<file path="src/hw/rtl/qdd_pkg.sv">
// ----------------------------------------------------------------------------
// qdd_pkg
// Types and constants shared by the quadrature detent decoder modules.
// ----------------------------------------------------------------------------
package qdd_pkg;

  localparam logic [1:0] KIND_SAMPLE = 2'd0;
  localparam logic [1:0] KIND_POLL   = 2'd1;
  localparam logic [1:0] KIND_CLEAR  = 2'd2;

  // history after the last four pairs of a full clockwise / counterclockwise detent
  localparam logic [7:0] DETENT_UP   = 8'h4B;
  localparam logic [7:0] DETENT_DOWN = 8'h87;

  localparam logic signed [1:0] STEP_POS  = 2'sb01;
  localparam logic signed [1:0] STEP_NEG  = 2'sb11;
  localparam logic signed [1:0] STEP_ZERO = 2'sb00;

  typedef struct packed {
    logic [1:0] kind;
    logic       phase_a;
    logic       phase_b;
  } in_item_t;

  typedef struct packed {
    logic signed [1:0] step;
    logic              detent_seen;
  } out_item_t;

endpackage

</file>
<file path="src/hw/rtl/qdd_core.sv">
// ----------------------------------------------------------------------------
// qdd_core
// Decoder state (last levels, phase history, pending-step counter) and the
// single-pass update that turns one item into its result.
// ----------------------------------------------------------------------------
module qdd_core #(
  parameter int COUNT_BITS = 8
) (
  input  logic               clk,
  input  logic               rst_n,
  input  logic               en,
  input  qdd_pkg::in_item_t  item,
  input  logic               direction,
  output qdd_pkg::out_item_t result
);
  import qdd_pkg::*;

  localparam logic signed [COUNT_BITS-1:0] CNT_ONE  = {{(COUNT_BITS-1){1'b0}}, 1'b1};
  localparam logic signed [COUNT_BITS-1:0] CNT_ZERO = '0;
  localparam logic signed [COUNT_BITS-1:0] CNT_MAX  = {1'b0, {(COUNT_BITS-1){1'b1}}};
  localparam logic signed [COUNT_BITS-1:0] CNT_MIN  = {1'b1, {(COUNT_BITS-1){1'b0}}};

  logic                          last_a_r, last_a_nxt;
  logic                          last_b_r, last_b_nxt;
  logic [7:0]                    hist_r, hist_nxt;
  logic signed [COUNT_BITS-1:0]  pending_r, pending_nxt;

  logic       one_changed;
  logic [7:0] hist_shift;
  logic       both_high;
  logic       pend_pos;
  logic       pend_neg;

  assign one_changed = (item.phase_a ^ last_a_r) ^ (item.phase_b ^ last_b_r);
  assign hist_shift  = {hist_r[5:0], item.phase_a, item.phase_b};
  assign both_high   = item.phase_a & item.phase_b;
  assign pend_neg    = pending_r[COUNT_BITS-1];
  assign pend_pos    = !pending_r[COUNT_BITS-1] && (|pending_r);

  always_comb begin
    last_a_nxt         = last_a_r;
    last_b_nxt         = last_b_r;
    hist_nxt           = hist_r;
    pending_nxt        = pending_r;
    result.step        = STEP_ZERO;
    result.detent_seen = 1'b0;
    unique case (item.kind)
      KIND_SAMPLE: begin
        if (one_changed) begin
          last_a_nxt = item.phase_a;
          last_b_nxt = item.phase_b;
          hist_nxt   = hist_shift;
          if (both_high && hist_shift == DETENT_UP && pending_r != CNT_MAX) begin
            pending_nxt        = pending_r + CNT_ONE;
            result.detent_seen = 1'b1;
          end else if (both_high && hist_shift == DETENT_DOWN && pending_r != CNT_MIN) begin
            pending_nxt        = pending_r - CNT_ONE;
            result.detent_seen = 1'b1;
          end
        end
      end
      KIND_POLL: begin
        // drain one step toward zero; direction low flips the reported sign
        if (pend_pos) begin
          pending_nxt = pending_r - CNT_ONE;
          result.step = direction ? STEP_POS : STEP_NEG;
        end else if (pend_neg) begin
          pending_nxt = pending_r + CNT_ONE;
          result.step = direction ? STEP_NEG : STEP_POS;
        end
      end
      KIND_CLEAR: begin
        pending_nxt = CNT_ZERO;
      end
      default: begin
      end
    endcase
  end

  always_ff @(posedge clk) begin
    if (!rst_n) begin
      last_a_r  <= 1'b0;
      last_b_r  <= 1'b0;
      hist_r    <= '0;
      pending_r <= CNT_ZERO;
    end else if (en) begin
      last_a_r  <= last_a_nxt;
      last_b_r  <= last_b_nxt;
      hist_r    <= hist_nxt;
      pending_r <= pending_nxt;
    end
  end

  a_hold_when_idle: assert property (@(posedge clk) disable iff (!rst_n)
    !en |=> $stable(pending_r) && $stable(hist_r))
    else $error("decoder state moved without an item");

  a_detent_only_on_sample: assert property (@(posedge clk) disable iff (!rst_n)
    result.detent_seen |-> item.kind == KIND_SAMPLE && result.step == STEP_ZERO)
    else $error("detent flagged on a non-sample item");

  a_poll_empty_zero: assert property (@(posedge clk) disable iff (!rst_n)
    (item.kind == KIND_POLL && pending_r == CNT_ZERO) |-> result.step == STEP_ZERO)
    else $error("poll drained a step from an empty counter");

endmodule

</file>
<file path="src/hw/rtl/quadrature_detent_decoder_top.sv">
// Path: input beat to result beat through the input register, then the result register.
// One item per cycle while result beats are taken; the result register frees as its beat is taken.
// Reset (rst_n low, synchronous): pipeline emptied, levels, history and count cleared,
// direction set to 1.
// ----------------------------------------------------------------------------
// quadrature_detent_decoder_top
// Two-phase rotary encoder detent decoder with poll/clear of pending steps.
// ----------------------------------------------------------------------------
module quadrature_detent_decoder_top #(
  parameter int COUNT_BITS = 8
) (
  input  logic               clk,
  input  logic               rst_n,
  input  logic               in_valid,
  output logic               in_ready,
  input  qdd_pkg::in_item_t  in_item,
  output logic               out_valid,
  input  logic               out_ready,
  output qdd_pkg::out_item_t out_item,
  input  logic               cfg_wr_en,
  input  logic               cfg_wr_data
);
  import qdd_pkg::*;

  logic      s1_valid_r;
  in_item_t  s1_item_r;
  logic      out_valid_r;
  out_item_t out_item_r;
  logic      dir_r;
  logic      advance;
  out_item_t result;

  // result register can take a new beat when empty or being drained
  assign advance  = !out_valid_r || out_ready;
  assign in_ready = !s1_valid_r || advance;

  always_ff @(posedge clk) begin
    if (!rst_n) begin
      dir_r <= 1'b1;
    end else if (cfg_wr_en) begin
      dir_r <= cfg_wr_data;
    end
  end

  always_ff @(posedge clk) begin
    if (!rst_n) begin
      s1_valid_r <= 1'b0;
    end else if (in_ready) begin
      s1_valid_r <= in_valid;
    end
  end

  always_ff @(posedge clk) begin
    if (in_ready && in_valid) begin
      s1_item_r <= in_item;
    end
  end

  qdd_core #(
    .COUNT_BITS(COUNT_BITS)
  ) u_core (
    .clk       (clk),
    .rst_n     (rst_n),
    .en        (s1_valid_r && advance),
    .item      (s1_item_r),
    .direction (dir_r),
    .result    (result)
  );

  always_ff @(posedge clk) begin
    if (!rst_n) begin
      out_valid_r <= 1'b0;
    end else if (advance) begin
      out_valid_r <= s1_valid_r;
    end
  end

  always_ff @(posedge clk) begin
    if (advance && s1_valid_r) begin
      out_item_r <= result;
    end
  end

  assign out_valid = out_valid_r;
  assign out_item  = out_item_r;

  a_stage_holds: assert property (@(posedge clk) disable iff (!rst_n)
    (s1_valid_r && !advance) |=> s1_valid_r && $stable(s1_item_r))
    else $error("input stage lost a beat while stalled");

  a_stage_moves: assert property (@(posedge clk) disable iff (!rst_n)
    (s1_valid_r && advance) |=> out_valid_r)
    else $error("advanced beat did not reach the result register");

  a_ready_when_free: assert property (@(posedge clk) disable iff (!rst_n)
    !in_ready |-> s1_valid_r && out_valid_r && !out_ready)
    else $error("input stalled with room in the pipeline");

endmodule
</file>
<file path="config.mk">
export PLATFORM = sky130hd
export DESIGN_NAME = quadrature_detent_decoder_top
export DESIGN_NICKNAME = d
export VERILOG_FILES = /design/src/hw/rtl/qdd_pkg.sv /design/src/hw/rtl/qdd_core.sv /design/src/hw/rtl/quadrature_detent_decoder_top.sv
export SDC_FILE = /design/constraint.sdc
export NUM_CORES = 1
export LEC_CHECK = 0
export ABC_AREA = 1
export BUFFER_PORTS_ARGS = -buffer_cell sky130_fd_sc_hd__buf_4
export CORE_MARGIN = 1.5
export CORE_UTILIZATION = 45
export CTS_CLUSTER_SIZE = 10
export DETAILED_ROUTE_END_ITERATION = 10
export HOLD_SLACK_MARGIN = 0.08
export SYNTH_ARGS = -nofsm -noshare
export SYNTH_HDL_FRONTEND = slang
export SYNTH_HIERARCHICAL = 1
export SYNTH_SLANG_ARGS = --single-unit
</file>
<file path="constraint.sdc">
create_clock -name clk -period 2.5 [get_ports clk]
set_input_delay 0.5 -clock clk [delete_from_list [all_inputs] [get_ports clk]]
set_output_delay 0.5 -clock clk [all_outputs]
set_load 0.005 [all_outputs]
</file>
==> After elaboration in Yosys (flattened, before gate mapping) <==
Cells that the tools add are included.
{ "word_totals": {"word_cells": 59, "mem_bits_rw": 0, "ff_bits": 26, "out_inout_bits": 5, "n_memories": 0, "latch_bits": 0, "input_bits": 10, "rom_bits": 0} }
{ "op_classes": {"div": 0, "add_sub_neg": 2, "n_reduce_logical": 19, "n_eq_ne": 9, "n_mul": 0, "n_bitwise": 4, "order_cmp": 0, "n_mux": 12, "shifts": 0} }
{ "ops": {"columns": ["op", "count"], "rows": [
  ["two-way mux 8 bit", 5],
  ["case mux 8 bit (3 select lines)", 1],
  ["!= test 8 bit, second input constant", 2],
  ["adder 8 x 2 -> 8 bit, second input constant", 1],
  ["== test 8 x 7 -> 1 bit, second input constant", 1],
  ["== test 8 bit, second input constant", 1],
  ["two-way mux 2 bit", 4],
  ["OR reduction 8 bit", 1],
  ["subtractor 8 x 2 -> 8 bit, second input constant", 1],
  ["logical AND 1 bit", 7],
  ["!= test 3 x 1 -> 1 bit, second input constant", 2],
  ["AND reduction 5 bit", 1],
  ["AND reduction 4 bit", 1],
  ["logical NOT 1 bit", 3],
  ["AND reduction 3 bit", 1],
  ["nonzero test 3 bit", 1],
  ["bitwise XOR 1 bit", 3],
  ["== test 2 x 1 -> 1 bit, second input constant", 1],
  ["== test 2 bit, second input constant", 1],
  ["logical NOT 2 bit", 1],
  ["logical OR 1 bit", 2],
  ["two-way mux 1 bit", 2],
  ["!= test 2 x 1 -> 1 bit, second input constant", 1],
  ["AND reduction 2 bit", 1],
  ["AND 1 bit", 1]
]} }

==> Logic depth before layout (Yosys ltp) <==
{ "logic_depth": {"ltp_word": 7, "ltp_mapped": 12, "mapped_depth_nobuf": 11} }

==> Hierarchy <==
The synthesis kept the hierarchy.
{ "by_module_without_submodules": {"columns": ["module", "cells_each", "seq_area_each_um2", "area_each_um2", "n_inst"], "rows": [
  ["qdd_core", 255, 280.3, 1410.1, 1],
  ["quadrature_detent_decoder_top", 24, 270.3, 339.1, 1]
]} }

==> Least setup slack after synthesis <==
Ideal clock, no wire load.
{ "synth_timing": {"path_type": "input-to-reg", "from": "input port out_ready", "to": "register u_core.pending_r[1]", "cell_stages": 8, "setup_ns": 0.113, "setup_slack_ns": 0.902, "arrival_ns": 1.485, "cell_sequence": "inv_1 a21oi_1 inv_1 nor2_1 nand3_4 buf_6 nor2_1 nor2_1"} }
{ "synth_between": {"elab_chain_cells": 3} }
{ "synth_rtl": {"columns": ["item", "line", "source"], "rows": [
  ["start, declared", "quadrature_detent_decoder_top.sv:18", "input logic out_ready,"],
  ["logical OR 1 bit", "quadrature_detent_decoder_top.sv:34", "assign advance = !out_valid_r || out_ready;"],
  ["logical AND 1 bit", "quadrature_detent_decoder_top.sv:64", ".en (s1_valid_r && advance),"],
  ["AND reduction 5 bit (no line)", null, null],
  ["end signal, assigned", "qdd_core.sv:90", "pending_r <= pending_nxt;"],
  ["end, declared", "qdd_core.sv:26", "logic signed [COUNT_BITS-1:0] pending_r, pending_nxt;"]
]} }
Every way passes these cells.
A chain may end at the register's enable or synchronous reset.

==> Final worst setup path <==
{ "layout_timing": {"from": "register u_core.pending_r[0]", "to": "register u_core.pending_r[4]"} }
{ "layout_between": {"elab_chain_cells": 5, "word_cells_on_any_way": 17, "cone_classes": "add/sub (2); eq/ne (4); mux (6); reduce/logical (5)"} }
{ "layout_rtl": {"columns": ["item", "line", "source"], "rows": [
  ["subtractor 8 x 2 -> 8 bit or != test 8 bit (tied branches)", "qdd_core.sv:57, qdd_core.sv:65, qdd_core.sv:53", null],
  ["two-way mux 8 bit or logical AND 1 bit (tied branches)", "qdd_core.sv:56, qdd_core.sv:53", null],
  ["two-way mux 8 bit", "qdd_core.sv:53", "if (both_high && hist_shift == DETENT_UP && pending_r != CNT_MAX) begin"],
  ["two-way mux 8 bit", "qdd_core.sv:49", "if (one_changed) begin"],
  ["case mux 8 bit (3 select lines)", "qdd_core.sv:47", "unique case (item.kind)"]
]} }
Several ways; a longest one is shown, not always the timed one. The select of a mux whose other input is x is not followed.

==> results.txt <==
----------------------------------------------------
[Setup path]
  Arr. time, crit path ... 2020 ps
  Highest fanout seen on the critical path ... 6
  Worst reg-to-reg path cell count ... 11
  Worst reg2reg path endpoint ... u_core/pending_r[4]
  Reg2reg setup slack ... 690 ps
  Reg-to-reg startpoint ... u_core/pending_r[0]
  Critical Setup Path Class ... register to register
  Critical path data required time ... 2710 ps
  Endpoint type of the worst setup path ... register
  Startpoint type of the worst setup path ... register

[Logic synthesis]
  Post-Synthesis Cells ... 279
  Seq/Total Area, Yosys ... 31.5%
  Post-Syn Nets ... 295
  Synthesized area per cell ... 6.27 µm²
  Post-synthesis cell type count ... 25
  Seq cells post-synth ... 24
  Synthesis warning total ... 6
  Synthesized area ... 1750 µm²

[Floorplanning]
  Floorplan Core Area ... 3690 µm²
  Starting density of the core ... 47.4%
  I/O pin total ... 15
  X dimension of the die ... 65.3 µm
  Std-Cell Rows ... 22
  Die height ... 65.3 µm
  DIE AREA ... 4270 µm²

[Global route]
  Maximum number of pins on one net before global-route repair ... 16
  GRT overflow ... 0
  Via count of the first global-routing pass ... 1463
  Global-route wire length before repair ... 6570 µm
  Number of antenna violations at the first check in global routing ... 0
  Tot GR Track Use ... 19.8%

[Power and ir drop]
  Power consumption ... 1050 µW
  Highest ir drop seen on vdd ... 0.400 mV
  Leakage power ... 0.00103 µW
  Power per cell area ... 539 nW/µm²

[Run]
  Max-capacitance violation count ... 0

[Placed design]
  Cell Count Post-Placement ... 333
  Final weighted congestion in routability-driven placement ... 0.909
  Total of buffers placed on input and output ports ... 14
  Detail Placement HPWL ... 2870 µm

[Route]
  Remaining design rule violation count ... 0
  Post-Route WL ... 3700 µm
  Starting DRT DRC Count ... 128
  Number of routed nets with antenna violations ... 0
  Vias/cell ... 4.82
  Total iterations of the first detailed-routing run ... 4
  Total number of vias ... 1625
  Mean routed wirelength per cell ... 11.0 µm

[Cells and area]
  Non-filler cells, final ... 337
  Antenna cell count ... 0
  Layout filler cell count ... 396
  Final #Nets ... 306
  Growth of design area from synthesis to finish ... 10.9%
  Ratio of cells with drive above 1 in the final layout ... 11.8%

[Clock network]
  Number of hold buffers added after cts ... 0
  Total CTS buffers ... 3
  H-tree levels ... 1
  Number of buffers inserted by post-CTS setup repair ... 0
  Gates resized, CTS repair ... 0
  Clock tree from TritonCTS ... yes
  Buffer cell driving the clock tree root ... sky130_fd_sc_hd__clkbuf_8
  Clock edge transition at the registers on the reported setup and hold paths ... 90 ps
  Clock network latency to the later pin of the worst-skew pair ... 270 ps
  Clock Tree Buf Depth ... 2
  CTS sink count ... 24

[STA]
  Transition time at the pin with the least slew margin ... 426 ps
  Final slew viol count ... 0
  Number of failing hold endpoints at the final stage ... 0
  Worst slew margin relative to its limit ... 71.6%
  Sum of negative setup slack ... 0 ps
  Unrepaired setup endpoints after global routing ... false
  Setup violators final ... 0
  Final Cycle Share ... 72.5%
  Highest clock frequency the design can meet ... 552 MHz
  Final worst path period need ... 1810 ps
  Min Hold Slack ... 399 ps
  Final setup skew ... 1.86 ps

[Min path]
  Worst hold endpoint ... s1_item_r[3]
  Type of the most critical hold path ... input port to register
  Number of stages on the worst hold path ... 1
  Min-delay src ... in_item[3]

[Run status]
  Outcome ... completed

----------------------------------------------------
synth_stat cells, drive strengths merged:
library cell  count  area share, %
xor2              7            3.5
nand3            22            8.3
nand3b            2           0.86
clkbuf            1           0.21
a21oi             6            1.9
nand2            98             21
ha                6            4.3
inv              34            7.3
nor2             56             13
a21boi            1           0.43
o21ai             5            1.4
nand4             8            2.9
edfxtp            7             12
dfxtp            17             19
buf               7            2.4
xnor2             2            1.0
layout by cell type, fill, tap and decap left out, drive strengths merged:
| master | instances |
|---|---|
| xor2 | 7 |
| o21ai | 5 |
| clkbuf | 3 |
| a21boi | 1 |
| nand3 | 22 |
| edfxtp | 7 |
| nand3b | 2 |
| bufinv | 1 |
| buf | 14 |
| dfxtp | 17 |
| ha | 6 |
| nor2 | 56 |
| a21oi | 6 |
| inv | 34 |
| nand2 | 98 |
| nand4 | 8 |
| xnor2 | 2 |
how the worst max path moves through the flow:
stage | start | to | slack (ps) | cells after the start
floorplan | out_ready | u_core/pending_r[1] | 900 | 8
global placement | out_ready | u_core/pending_r[5] | 690 | 8
detailed placement | out_ready | u_core/pending_r[6] | 660 | 8
CTS | u_core/pending_r[0] | u_core/pending_r[2] | 680 | 11
global route | u_core/pending_r[0] | u_core/pending_r[2] | 430 | 11
finish | u_core/pending_r[0] | u_core/pending_r[4] | 690 | 11
kinds of logic (layout without fill, tap and decap cells):
group           Yosys count  count (layout)  share of synthesized area, %
compound gates           12              12                          3.79
buf+inv                  42              52                          9.87
simple gates            186             186                          46.1
xor+xnor                  9               9                          4.51
fa+ha+maj                 6               6                          4.29
flops                    24              24                          31.5
report_power, final:
group / switching, µW / total [µW] / internal (µW)
Combinational: 152 / 245 / 93.3
Clock: 134 / 348 / 214
Sequential: 29.7 / 452 / 422
Total: 315 / 1050 / 730
worst max-delay path, stage by stage (launching register included):
cell	delay (ps)
sky130_fd_sc_hd__dfxtp_1	420
sky130_fd_sc_hd__inv_1	140
sky130_fd_sc_hd__ha_1	300
sky130_fd_sc_hd__nand2_2	140
sky130_fd_sc_hd__nor2_2	60
sky130_fd_sc_hd__nor2_1	240
sky130_fd_sc_hd__nand2_1	80
sky130_fd_sc_hd__nand2_1	120
sky130_fd_sc_hd__nand2_1	60
sky130_fd_sc_hd__nand2_1	50
sky130_fd_sc_hd__nor2_1	40
sky130_fd_sc_hd__nor2_1	110
per-stage QoR:
step | cell area, µm² | utilization, % | setup WS (ps)
after floorplan | 1750 | - | 902
final | 1940 | 52.6 | 687
after detailed placement | 1870 | 50.7 | 663
after CTS | 1940 | 52.6 | 679
after global placement | 1870 | 50.7 | 686
after global routing | 1940 | 52.6 | 425
routing by layer:
metal  vias up  GRT usage (%)  routed length, µm
met4         0           4.69                 33
met3         2           3.60                146
li1        884              -                  -
met2        23           31.6               1620
met5         -              0                  0
met1       716           27.6               1900
cell type report:
cell class | instances | area [µm²] | share of cell area (%)
clock inverter | 1 | 30.0 | 1.55
clock buffer | 3 | 41.3 | 2.13
inverter | 34 | 128 | 6.58
tap | 48 | 60.1 | 3.09
timing repair buffer | 14 | 105 | 5.42
multi-input combinational | 213 | 1030 | 52.9
sequential | 24 | 551 | 28.4
registers in the layout (all words and copies together) (netlist names):
register	cells
s1_valid_r	1
s1_item_r	4
out_item	3
out_valid	1
u_core/hist_r	6
dir_r	1
u_core/pending_r	8
Note: power is estimated with default switching activity, not from simulation.
